## config.mk

```make
export PLATFORM = sky130hd
export DESIGN_NAME = salc_front
export DESIGN_NICKNAME = d
export VERILOG_FILES = /design/src/hdl/salc_pkg.sv /design/src/hdl/salc_front.sv
export SDC_FILE = /design/constraint.sdc
export NUM_CORES = 1
export LEC_CHECK = 0
export BUFFER_PORTS_ARGS = -buffer_cell sky130_fd_sc_hd__buf_2
export CORE_AREA = 3 3 92 94
export DETAILED_ROUTE_END_ITERATION = 6
export DIE_AREA = 0 0 95 97
export HOLD_SLACK_MARGIN = 0.05
export PLACE_DENSITY = 0.81
export SLEW_MARGIN = 20
export SYNTH_ARGS = -nofsm -noshare
export SYNTH_HDL_FRONTEND = slang
export SYNTH_SLANG_ARGS = --single-unit
export TNS_END_PERCENT = 20
```

## constraint.sdc

```tcl
create_clock -name clock -period 11 [get_ports clock]
set_clock_uncertainty 0.1 [all_clocks]
set_input_delay 0.55 -clock clock [delete_from_list [all_inputs] [get_ports clock]]
set_output_delay 0.55 -clock clock [all_outputs]
set_load 0.005 [all_outputs]
```

## src/hdl/salc_pkg.sv

```systemverilog
// types and codes shared by the cache front end, engine, top level and checker
// no dependencies
package salc_pkg;

   localparam int REQ_TDATA_W = 48;
   localparam int RSP_TDATA_W = 56;
   localparam int CSR_DATA_W  = 7;
   localparam int AGE_W       = 6;
   localparam logic [AGE_W-1:0] AGE_MAX = 6'd63;

   typedef enum logic [1:0] {
      OP_READ    = 2'd0,
      OP_WRITE   = 2'd1,
      OP_PRELOAD = 2'd2,
      OP_NONE    = 2'd3
   } opcode_type;

   typedef enum logic [2:0] {
      ACT_TO_CPU     = 3'd0,
      ACT_FROM_CPU   = 3'd1,
      ACT_FILL       = 3'd2,
      ACT_WRITE_BACK = 3'd3,
      ACT_DISCARD    = 3'd4
   } action_type;

   localparam logic [1:0] CSR_BLOCK_WORDS = 2'd0;
   localparam logic [1:0] CSR_SETS        = 2'd1;
   localparam logic [1:0] CSR_WAYS        = 2'd2;

   typedef enum logic {
      JOB_ACCESS,
      JOB_PRELOAD
   } job_kind_type;

   typedef struct packed {
      job_kind_type kind;
      logic         is_write;
      logic [15:0]  address;
      logic [31:0]  wr_word;
   } job_type;

   typedef struct packed {
      logic [3:0] blk_log2;
      logic [3:0] sets_log2;
      logic [8:0] ways;
   } geom_type;

   typedef struct packed {
      action_type  action;
      logic [15:0] start_address;
      logic [4:0]  word_count;
      logic [31:0] read_data;
      logic        last;
   } rsp_type;

   typedef enum logic [3:0] {
      ST_CLEAR,
      ST_IDLE,
      ST_SCAN_RD,
      ST_SCAN_CMP,
      ST_DECIDE,
      ST_EVICT_RD,
      ST_EVICT_WR,
      ST_EVICT_EMIT,
      ST_FILL_RD,
      ST_FILL_WR,
      ST_FILL_EMIT,
      ST_AGE_RD,
      ST_AGE_WR,
      ST_WORD_RD,
      ST_WORD_EMIT
   } state_type;

endpackage

```

## src/hdl/salc_front.sv

```systemverilog
// request front end: accepts words, classifies them and queues them for the engine
// depends on salc_pkg
module salc_front import salc_pkg::*; (
   input  logic                   clock,
   input  logic                   reset,
   input  logic                   req_tvalid,
   output logic                   req_tready,
   input  logic [REQ_TDATA_W-1:0] req_tdata,
   input  logic [1:0]             req_tuser,
   input  logic                   clearing,
   input  logic                   job_pop,
   output logic                   job_valid,
   output job_type                job
);

   localparam int QDEPTH = 2;

   job_type    q_ff [QDEPTH];
   logic       wptr_ff, wptr_in, rptr_ff, rptr_in;
   logic [1:0] count_ff, count_in;
   opcode_type op;
   job_type    entry;
   logic       push, pop;

   assign op         = opcode_type'(req_tuser);
   assign req_tready = (count_ff != 2'(QDEPTH)) && !clearing;
   assign push       = req_tvalid && req_tready && (op != OP_NONE);
   assign job_valid  = (count_ff != 2'd0);
   assign pop        = job_pop && job_valid;
   assign job        = q_ff[rptr_ff];

   always_comb begin
      entry.kind     = (op == OP_PRELOAD) ? JOB_PRELOAD : JOB_ACCESS;
      entry.is_write = (op == OP_WRITE);
      entry.address  = req_tdata[15:0];
      entry.wr_word  = req_tdata[47:16];
   end

   assign wptr_in  = push ? ~wptr_ff : wptr_ff;
   assign rptr_in  = pop ? ~rptr_ff : rptr_ff;
   assign count_in = count_ff + 2'(push) - 2'(pop);

   always_ff @(posedge clock) begin
      if (reset) begin
         wptr_ff  <= 1'b0;
         rptr_ff  <= 1'b0;
         count_ff <= 2'd0;
      end else begin
         wptr_ff  <= wptr_in;
         rptr_ff  <= rptr_in;
         count_ff <= count_in;
      end
   end

   always_ff @(posedge clock) begin
      if (push) begin
         q_ff[wptr_ff] <= entry;
      end
   end

endmodule

```

# After elaboration in Yosys (flattened, before gate mapping)
# Memories as Yosys holds them, arrays and structs flattened. A register that Yosys moved wholly into a read port is not among the register bits.
# Cells that the tools add are included.
# classes
n_addsub	2
n_eq_ne	4
muxes	5
n_bitwise	2
n_reduce_logical	6
# op_table
op	n
1-bit 2-to-1 mux	5
1-bit logical AND	4
2-bit != test (second input constant)	2
2-bit by 1-bit adder with 2-bit output	1
2-bit by 1-bit == test with 1-bit output (second input constant)	1
2-bit == test (second input constant)	1
1-bit inverter	2
2-bit nonzero test	1
2-bit by 1-bit subtractor with 2-bit output	1
1-bit logical NOT	1
# totals
register_bits	4
mem_bits_rw	100
input_bits	55
out_inout_bits	52
wordCells	23
n_memories	1
# mem_list
name	depth	word_bits	read_ports	rd_ports_with_merged_regs	write_ports	line_no	text
q_ff	2	50	1	1	1	salc_front.sv:18	job_type q_ff [QDEPTH];

# Longest topological paths before layout
# Gate-level depths: netlist of the first run.
# depth
ltp_word	6
mapped_depth	8
ltp_nobuf	8

# Worst setup path after synthesis of the first run
# OpenSTA, ideal clock, no wires.
# synth_timing
path_kind	input to register
startpoint	input port req_tvalid
endpoint	memory q_ff[1][0] (netlist name) (enable)
setup_ns	0.458
t_arrival_ns	3.188
required_ns	10.442
slack_ns	7.254
path_stages	3
n_path_buf	0
cell_sequence	a21bo_1 > or3_1 > nor2_1
# synth_via
elab_chain_len	4
# synth_rtl
element	line_no	text
start: declaration	salc_front.sv:6	input logic req_tvalid,
1-bit logical AND (2 in series)	salc_front.sv:27	assign push = req_tvalid && req_tready && (op != OP_NONE);
1-bit 2-to-1 mux	salc_front.sv:56	if (push) begin
1-bit 2-to-1 mux (implied by the code)	salc_front.sv:57	q_ff[wptr_ff] <= entry;
end: declaration	salc_front.sv:18	
# No other way between the ends.

==> run metrics, run 1 <==
Post-Place Cell Area=0.00452 mm2; adder-cell share of the synthesized area=0.647%; async set or reset register ratio after synthesis=0%; first-pass iteration count of the detailed router=4; DR iter-0 viols=between 80 and 90; top-level port count=about 110; Post CTS Setup Buffer Count=0; final global-route overflow total=0; count of final max-slew check failures=0; Port Buffers=approximately 110; final instance area=0.00470 mm2; routed length per placed instance=15.7 um; Max rail drop VDD=0.138 mV; total of flip-flops plus latches after synthesis=105; syn_nets=243; nature of the critical path endpoint=output port; crit-path max FO=27; Starting Density=50.0%; area growth from synthesis to layout=21.5%; Filler Cell Count=586; library cell occupying the most area in the post-synthesis netlist=edfxtp_1; proportion of synthesized area in mux cells=14.6%; cells after synthesis=186; DPL Wire Length=about 4300 um; hold buffers post-CTS=0; Yosys cell types=21; Clk Latency, worst-skew pair=roughly 350 ps; Slew headroom=41.8%; R2R Setup Slk=8670 ps; area share of the largest cell type after synthesis=77.7%; clock transition at the registers of the reported paths=around 90 ps; main combinational cell family by area after synthesis=multiplexers; width of the die=95 um; peak clock frequency supported by timing=~380 MHz; period utilization=between 20% and 30%; complex-gate fraction of the synthesized area=0.809%; sequential area share after synthesis=80.3%; Root Buffer=clkbuf_8; required time at the worst-slack endpoint=10350 ps; flip-flop cell with the highest count after synthesis=edfxtp_1; Max clock buf depth=2; WS Path Type=reg2out; maximum number of pins on one net before global-route repair=51; most used cells in the layout excluding fill and tap cells=106 x buf_2, 100 x edfxtp_1, 50 x mux2_1; Clock Sink Count=105; total power density per cell area=190 mW/mm2; height of the die=97 um; initial antenna violation count=0; number of global-route vias before repair=2030; simple logic cell fraction of the synthesized area=2.23%; Final GP Congestion=between 0.7 and 0.8; total negative slack for setup checks=0 ps; Hold Fails Final Rpt=0; detail-routed via count per cell=4.82; final worst path period need=2660 ps; H-tree lvl count=3; overall routing resource usage=14.5%; outcome=complete, no violations; netlist area before placement=0.00387 mm2; RSZ-0062 raised after global routing=false; destination of the critical timing path=job[43]; first-pass GRT wire length=9940 um; DR DRC count=0; NumNets Final=356; CTS tree=done; arrival time of the worst setup path=between 2000 and 2500 ps; number of rows created at floorplan=32; Crit Reg-Reg Endpoint=q_ff[1][38]$_DFFE_PP_; TritonCTS buffer count=9; endpoints failing setup=0; number of nets still failing antenna checks after routing=0; startpoint type of the worst setup path=flip-flop; Synth Area in XOR/XNOR=0.453%; Leak=1.76 nW; power consumption=0.890 mW; Routed Wire Length=6350 um; worst slew pin tran=872 ps; reg-to-reg critical path startpoint=count_ff[0]$_SDFF_PP0_; commonest non-fill, non-tap cell in the layout=buf_2; share of final-layout standard cells stronger than drive strength 1=41.6%; synth warn=0; number of gates given a new drive strength after cts=0; number of enable-type register cells in the synthesized netlist=100; number of cells traversed by the worst register-to-register path=4; leading cell types by total area after synthesis=edfxtp_1 78%, mux2_1 15%, dfxtp_1 2.6%; Vias=1953; MaxCap Viol Count=0; CORE AREA=0.00773 mm2; Antenna diodes=0; Avg Inst Size Synth=20.8 um2; worst min-delay path class=in2reg; Die ar.=0.00922 mm2
==> critical path: stages (launching register included) <==
cell	delay, ps
dfxtp_2	690
buf_4	450
mux2_1	380
buf_2	130
==> registers in the layout (all words and copies together), names as in the netlist, named ones only <==
| register | flops |
|---|---|
| q_ff | 100 |
| count_ff | 2 |
| rptr_ff | 1 |
| wptr_ff | 1 |
==> power by group <==
part | leakage, nW | internal [mW] | switching (mW)
Clock | 0.0910 | 0.102 | 0.117
Combinational | 0.713 | 0.0965 | 0.0834
Sequential | 0.954 | 0.469 | 0.0221
==> kinds of logic (layout without fill, tap and decap cells) <==
family | count (synthesis) | after routing
flops | 105 | 105
mux | 50 | 50
simple gates | 14 | 14
buf+inv | 9 | 126
compound gates | 4 | 4
fa+ha+maj | 2 | 2
xor+xnor | 2 | 2
==> metal layers <==
metal / global-route usage (%) / wire length (um) / vias up
li1: - / - / 939
met1: 17.9 / 2660 / 947
met2: 24.3 / 3270 / 58
met3: 3.03 / 315 / 9
met4: 6.66 / 104 / 0
met5: 0 / 0 / -
==> synthesized netlist by cell type, drive strengths merged, types with 2 or more instances <==
master    n
inv       3
mux2     50
dfxtp     5
ha        2
nor2      5
nor2b     4
edfxtp  100
buf       5
==> worst min-delay path by stage <==
stage | startpoint | endpoint | slack (ps) | depth (start not counted)
final | req_tdata[16] | q_ff[0][0]$_DFFE_PP_ | 280 | 1
after floorplan | wptr_ff$_SDFFE_PP0P_ | wptr_ff$_SDFFE_PP0P_ | 360 | 2
after CTS | req_tdata[16] | q_ff[1][0]$_DFFE_PP_ | 260 | 1
after global placement | wptr_ff$_SDFFE_PP0P_ | wptr_ff$_SDFFE_PP0P_ | 380 | 2
after global routing | req_tdata[16] | q_ff[0][0]$_DFFE_PP_ | 260 | 1
after detailed placement | wptr_ff$_SDFFE_PP0P_ | wptr_ff$_SDFFE_PP0P_ | 390 | 2
==> layout make-up <==
cell class / count / area [um2] / area share [%]
timing repair buffer: 108 / 546 / 11.6
tap: 102 / 128 / 2.72
clock inverter: 5 / 47.5 / 1.01
sequential: 105 / 3100 / 66.1
multi-input combinational: 72 / 731 / 15.6
inverter: 3 / 12.5 / 0.266
clock buffer: 10 / 128 / 2.72
==> through the flow <==
step           util (%)  hold WS (ps)  instances  worst slack (ps)
2_1_floorplan         -           355        186              7250
3_3_place_gp       58.5           375        390              8340
3_5_place_dp       58.5           390        390              8280
4_1_cts            60.8           257        405              8260
5_1_grt            60.8           261        405              8180
6_report           60.8           276        405              8340
No activity file was read; power rests on OpenSTA's default activity.
==> run 2: changes to the inputs <==
==> constraint.sdc (replaced) <==
create_clock -name clock -period 2.6 [get_ports clock]
set_clock_uncertainty 0.1 [all_clocks]
set_input_delay 0.13 -clock clock [delete_from_list [all_inputs] [get_ports clock]]
set_output_delay 0.13 -clock clock [all_outputs]
set_load 0.005 [all_outputs]
==> run metrics, run 2 (same netlist as run 1, synthesis figures left out) <==
outcome=complete, no violations (unchanged); met3 track utilization from global routing=5.44% (was 3.03%); maximum number of pins on one net before global-route repair=31 (was 51); DPL Wire Length=4430 um (was 4310 um); Cells on Worst Hold Path=4 (was 1); most congested layer reported by global routing=met2 (unchanged); initial antenna violation count=0 (unchanged); most used cell, CP=ha_1; Finished Core Util=68.7% (was 60.8%); flip-flop count of the largest register, all copies and words added=100 (unchanged); share of final-layout standard cells stronger than drive strength 1=36.3% (was 41.6%); Port Buffers=106 (unchanged); top-level port count=107 (unchanged); final global-route overflow total=0 (unchanged); Clock Sink Count=105 (unchanged); arrival time of the worst setup path=2310 ps (was 2010 ps); endpoints failing setup=0 (unchanged); global-route track usage on met1=18.8% (was 17.9%); Leak=2.01 nW (was 1.76 nW); number of cells traversed by the worst register-to-register path=8 (was 4); H-tree lvl count=3 (unchanged); WS Path Type=in2reg (was reg2out); overall routing resource usage=16.7% (was 14.5%); Die ar.=0.00922 mm2 (unchanged); detail-routed via count per cell=4.79 (was 4.82); Crit Reg-Reg Endpoint=count_ff[1]$_SDFF_PP0_ (was q_ff[1][38]$_DFFE_PP_); origin of the worst setup path=req_tuser[0]; Post CTS Setup Buffer Count=0 (unchanged); Hold Fails Final Rpt=0 (unchanged); Slew headroom=62.4% (was 41.8%); count of final max-slew check failures=0 (unchanged); placed insts=393 (was 390); first-pass iteration count of the detailed router=4 (unchanged); Routed Wire Length=7350 um (was 6350 um); MaxCap Viol Count=0 (unchanged); cell breakdown of the critical path=dlygate4sd3_1 -> buf_2 -> a21bo_1 -> or3_1 -> ha_1 -> inv_1 -> ha_1 -> xor2_1 -> and2_1 -> nor3_1 (was buf_4 -> mux2_1 -> buf_2); GRT met2 Usage=30.0% (was 24.3%); register with the most flip-flops=q_ff (unchanged); delay of the slowest cell on the worst path=550 ps (was 690 ps); Vias=2202 (was 1953); largest registers ranked by flip-flop count=q_ff x100, count_ff x2 (unchanged); CP bufs+invs=3 (was 2); commonest non-fill, non-tap cell in the layout=buf_2 (unchanged); CORE AREA=0.00773 mm2 (unchanged); Max clock buf depth=2 (unchanged); Root Buffer=clkbuf_8 (unchanged); period utilization=between 80 and 90%; DR iter-0 viols=80 (was 89); number of nets still failing antenna checks after routing=0 (unchanged); worst slack on hold paths=88.5 ps (was 276 ps); critical-path cell with the highest stage delay=dlygate4sd3_1 (was dfxtp_2); total power density per cell area=752 mW/mm2 (was 190 mW/mm2); R2R Setup Slk=580 ps (was 8670 ps); worst min-delay path class=in2reg (unchanged); launch instance of the worst min-delay path=job_pop (was req_tdata[16]); number of standard cells in the final layout excluding fillers=460 (was 405); Antenna diodes=0 (unchanged); Post-Place Cell Area=0.00458 mm2 (was 0.00452 mm2); family of cells with the greatest summed delay on the critical path=buffers and inverters (was flip-flops); final instance area=0.00531 mm2 (was 0.00470 mm2); reg-to-reg critical path startpoint=count_ff[0]$_SDFF_PP0_ (unchanged); NumNets Final=411 (was 356); worst slew pin tran=564 ps (was 872 ps); CTS tree=done (unchanged); nature of the critical path endpoint=flip-flop (was output port); startpoint type of the worst setup path=input pin (was flip-flop); power consumption=3.99 mW (was 0.890 mW); crit-path max FO=3 (was 27); Clk Latency, worst-skew pair=350 ps (about the same); number of rows created at floorplan=32 (unchanged); most used cells in the layout excluding fill and tap cells=106 x buf_2, 100 x edfxtp_1, 52 x dlygate4sd3_1 (was 106 x buf_2, 100 x edfxtp_1, 50 x mux2_1); peak clock frequency supported by timing=about 470 MHz; routed length per placed instance=16.0 um (was 15.7 um); DR DRC count=0 (unchanged); final worst path period need=2130 ps; Placement Setup Slack=594 ps (was 8280 ps); first-pass GRT wire length=11600 um (was 9940 um); Max rail drop VDD=0.416 mV (was 0.138 mV); Final GP Congestion=0.690 (was 0.707); number of global-route vias before repair=2437 (was 2030); Starting Density=50.0% (unchanged); final worst-path setup slack=469 ps (was 8340 ps); TritonCTS buffer count=9 (unchanged); total negative slack for setup checks=0 ps (unchanged); clock transition at the registers of the reported paths=90 ps (about the same); height of the die=97 um (unchanged); required time at the worst-slack endpoint=2780 ps (was 10350 ps); area growth from synthesis to layout=37.3% (was 21.5%); width of the die=95 um (unchanged); RSZ-0062 raised after global routing=false (unchanged)
-- run 2: cell count changes in the layout (fill, tap and decap cells not counted) --
cell / previous run / this run
dlygate4sd3_1: 0 / 52
buf_12: 0 / 3
clkinv_2: 3 / 0
bufinv_16: 1 / 2
clkbuf_1: 1 / 0
clkinv_4: 0 / 1
clkinvlp_4: 0 / 1
inv_2: 0 / 1
-- run 2: worst max-delay path by stage --
stage                        endpoint  cells after the start
3_5_place_dp   count_ff[1]$_SDFF_PP0_                      8
5_1_grt        count_ff[1]$_SDFF_PP0_                     10
4_1_cts        count_ff[1]$_SDFF_PP0_                     10
6_report       count_ff[1]$_SDFF_PP0_                     10
2_1_floorplan    q_ff[0][0]$_DFFE_PP_                      3
3_3_place_gp     q_ff[0][2]$_DFFE_PP_                      4
-- run 2: worst register-to-register path, cell delays in order, from the launching register on --
cell and delay [ps]:
dfxtp_1 430, nor2b_4 70, or3_1 410, ha_1 310, inv_1 40, ha_1 170
xor2_1 150, and2_1 160, nor3_1 110
-- run 2: metal layers --
layer	part of all wire (%)	vias up
li1	-	1056
met5	0	-
met4	0.67	0
met1	39	1077
met2	55	65
met3	5.0	4
-- run 2: final cells by class --
class	instances	area, um2
clock buffers	9	124
repair buffers	163	1130
multi-input cells	72	731
inverters	3	11.3
well taps	102	128
fillers	515	2420
clock inverters	6	83.8
flip-flops and latches	105	3100
-- run 2: where the power goes --
group / internal, mW / switching, mW
clock network: 0.532 / 0.510
logic: 0.491 / 0.382
registers: 1.98 / 0.0941
total: 3.00 / 0.986
-- run 2: what timing repair did --
| item | 4_1_cts | 5_1_grt |
|---|---|---|
| hold buffers | 52 | 0 |
| hold endpoints to repair | 105 | 0 |
| resized for setup | 0 | 0 |
==> run 3: changes to the inputs <==
--- a/config.mk
+++ b/config.mk
@@ -6,11 +6,11 @@
 export NUM_CORES = 1
 export LEC_CHECK = 0
 export BUFFER_PORTS_ARGS = -buffer_cell sky130_fd_sc_hd__buf_2
-export CORE_AREA = 3 3 92 94
+export CORE_AREA = 3 3 96 98
 export DETAILED_ROUTE_END_ITERATION = 6
-export DIE_AREA = 0 0 95 97
+export DIE_AREA = 0 0 99 101
 export HOLD_SLACK_MARGIN = 0.05
-export PLACE_DENSITY = 0.81
+export PLACE_DENSITY = 0.78
 export SLEW_MARGIN = 20
 export SYNTH_ARGS = -nofsm -noshare
 export SYNTH_HDL_FRONTEND = slang
==> constraint.sdc (replaced) <==
create_clock -name clock -period 1.91 [get_ports clock]
set_clock_uncertainty 0.1 [all_clocks]
set_input_delay 0.0955 -clock clock [delete_from_list [all_inputs] [get_ports clock]]
set_output_delay 0.0955 -clock clock [all_outputs]
set_load 0.005 [all_outputs]
==> run metrics, run 3 (same netlist as run 1, synthesis figures left out) <==
commonest non-fill, non-tap cell in the layout=buf_2 (unchanged); relative contribution of combinational cells to total power=24.7% (was 21.9%); Leak=2.02 nW (was 2.01 nW); clock network power share=24.1% (was 26.1%); area growth from synthesis to layout=39.2% (was 37.3%); Cell Int Power=4.00 mW (was 3.00 mW); worst min-delay path class=in2reg (unchanged); maximum number of pins on one net before global-route repair=26 (was 31); height of the die=101 um (was 97 um); Vias=2231 (was 2202); number of nets still failing antenna checks after routing=0 (unchanged); flip-flop count of the largest register, all copies and words added=100 (unchanged); Hold Fails Final Rpt=0 (unchanged); top-level port count=107 (unchanged); TritonCTS buffer count=9 (unchanged); R2R Setup Slk=20 ps (was 580 ps); Post-Place Cell Area=0.00463 mm2 (was 0.00458 mm2); Slew headroom=76.6% (was 62.4%); RSZ-0062 raised after global routing=true (was false); Placement Setup Slack=-42.9 ps (was 594 ps); Starting Density=45.2% (was 50.0%); Antenna diodes=0 (unchanged); period utilization=between 90% and 100%; final worst-path setup slack=17.4 ps (was 469 ps); detail-routed via count per cell=4.74 (was 4.79); first-pass GRT wire length=11000 um (was 11600 um); worst slack on hold paths=101 ps (was 88.5 ps); CORE AREA=0.00855 mm2 (was 0.00773 mm2); Final GP Congestion=0.764 (was 0.690); final worst path period need=1890 ps; DR iter-0 viols=108 (was 80); largest registers ranked by flip-flop count=q_ff x100, count_ff x2 (unchanged); Post CTS Setup Buffer Count=0 (unchanged); worst slew pin tran=351 ps (was 564 ps); Clk Latency, worst-skew pair=350 ps (about the same); crit-path max FO=4 (was 3); final global-route overflow total=0 (unchanged); clock transition at the registers of the reported paths=90 ps (about the same); overall routing resource usage=14.4% (was 16.7%); Port Buffers=106 (unchanged); total power density per cell area=998 mW/mm2 (was 752 mW/mm2); Switching Power=1.37 mW (was 0.986 mW); H-tree lvl count=3 (unchanged); final instance area=0.00538 mm2 (was 0.00531 mm2); Max clock buf depth=2 (unchanged); peak clock frequency supported by timing=528 MHz; total negative slack for setup checks=0 ps (unchanged); routed length per placed instance=15.1 um (was 16.0 um); Max rail drop VDD=0.541 mV (was 0.416 mV); required time at the worst-slack endpoint=2060 ps (was 2780 ps); endpoints failing setup=0 (unchanged); first-pass iteration count of the detailed router=6 (was 4); initial antenna violation count=0 (unchanged); Die ar.=0.0100 mm2 (was 0.00922 mm2); MaxCap Viol Count=0 (unchanged); count of final max-slew check failures=0 (unchanged); startpoint type of the worst setup path=flip-flop (was input pin); number of global-route vias before repair=2285 (was 2437); WS Path Type=reg2reg (was in2reg); register with the most flip-flops=q_ff (unchanged); Routed Wire Length=7140 um (was 7350 um); outcome=complete, no violations (unchanged); Clock Sink Count=105 (unchanged); share of final-layout standard cells stronger than drive strength 1=39.1% (was 36.3%); DR DRC count=0 (unchanged); Filler Cell Count=613 (was 515); proportion of total power due to net switching=25.5% (was 24.7%); Root Buffer=clkbuf_8 (unchanged); most used cells in the layout excluding fill and tap cells=106 x buf_2, 100 x edfxtp_1, 53 x dlygate4sd3_1 (was 106 x buf_2, 100 x edfxtp_1, 52 x dlygate4sd3_1); arrival time of the worst setup path=2040 ps (was 2310 ps); CTS tree=done (unchanged); DPL Wire Length=4450 um (was 4430 um); nature of the critical path endpoint=flip-flop (unchanged); Finished Core Util=62.9% (was 68.7%); sequential power share=51.2% (was 52.0%); number of rows created at floorplan=34 (was 32); NumNets Final=415 (was 411); width of the die=99 um (was 95 um)
[run 3: cell types whose count changed in the layout (fill, tap and decap cells not counted), moves of 2 or more]
cell | previous run | this run
dfxtp_2 | 1 | 3
buf_4 | 2 | 4
ha_1 | 2 | 0
dfxtp_1 | 4 | 2
[run 3: worst max-delay path, cell delays in order, from the launching register on]
cell,delay (ps)
dfxtp_2,330
nor2b_4,130
or3_4,410
ha_4,280
inv_2,30
ha_2,170
xor2_2,150
nor2_1,140
nor3_2,60
[run 3: metrics by stage]
| step | power [mW] | std cells |
|---|---|---|
| global route | 5.68 | 471 |
| finish | 5.37 | 471 |
| detailed placement | 4.03 | 402 |
| global placement | 3.99 | 402 |
| floorplan | 3.48 | 186 |
| CTS | 5.42 | 471 |
[run 3: path summary, 6_finish.rpt]
check                      endpoint                    from  cells after the start
max reg2reg  count_ff[1]$_SDFF_PP0_  count_ff[1]$_SDFF_PP0_                      8
min reg2reg    wptr_ff$_SDFFE_PP0P_    wptr_ff$_SDFFE_PP0P_                      2
max          count_ff[1]$_SDFF_PP0_  count_ff[1]$_SDFF_PP0_                      8
min            rptr_ff$_SDFFE_PP0P_                 job_pop                      4
[run 3: timing repair]
| item | 4_1_cts | 5_1_grt |
|---|---|---|
| pin swaps | 0 | 3 |
| endpoints found under the setup margin | 1 | 1 |
| cloned | 0 | 0 |
| endpoints found under the hold margin | 105 | 0 |
| resized for setup | 3 | 3 |
| hold buffers | 53 | 0 |
[run 3: per-layer routing]
| metal | GRT usage (%) | wire length (um) | up-vias |
|---|---|---|---|
| met5 | 0 | 0 | - |
| met4 | 3.78 | 74 | 0 |
| met3 | 5.33 | 498 | 9 |
| met2 | 24.7 | 3680 | 73 |
| met1 | 17.2 | 2880 | 1086 |
| li1 | - | - | 1063 |
[run 3: area by class of cell]
class	count	area, um2	area share (%)
Sequential cell	105	3110	57.7
Multi-Input combinational cell	72	766	14.2
Tap cell	108	135	2.51
Clock buffer	10	128	2.37
Inverter	3	15.0	0.279
Clock inverter	6	58.8	1.09
Timing Repair Buffer	167	1170	21.8
[run 3: power groups by stage]
stage          Combinational [mW]  Sequential, mW  Clock (mW)
2_1_floorplan               0.684            2.79           0
3_3_place_gp                 1.19            2.79           0
3_5_place_dp                 1.22            2.80           0
4_1_cts                      1.33            2.75        1.33
5_1_grt                      1.46            2.77        1.45
6_report                     1.33            2.75        1.29
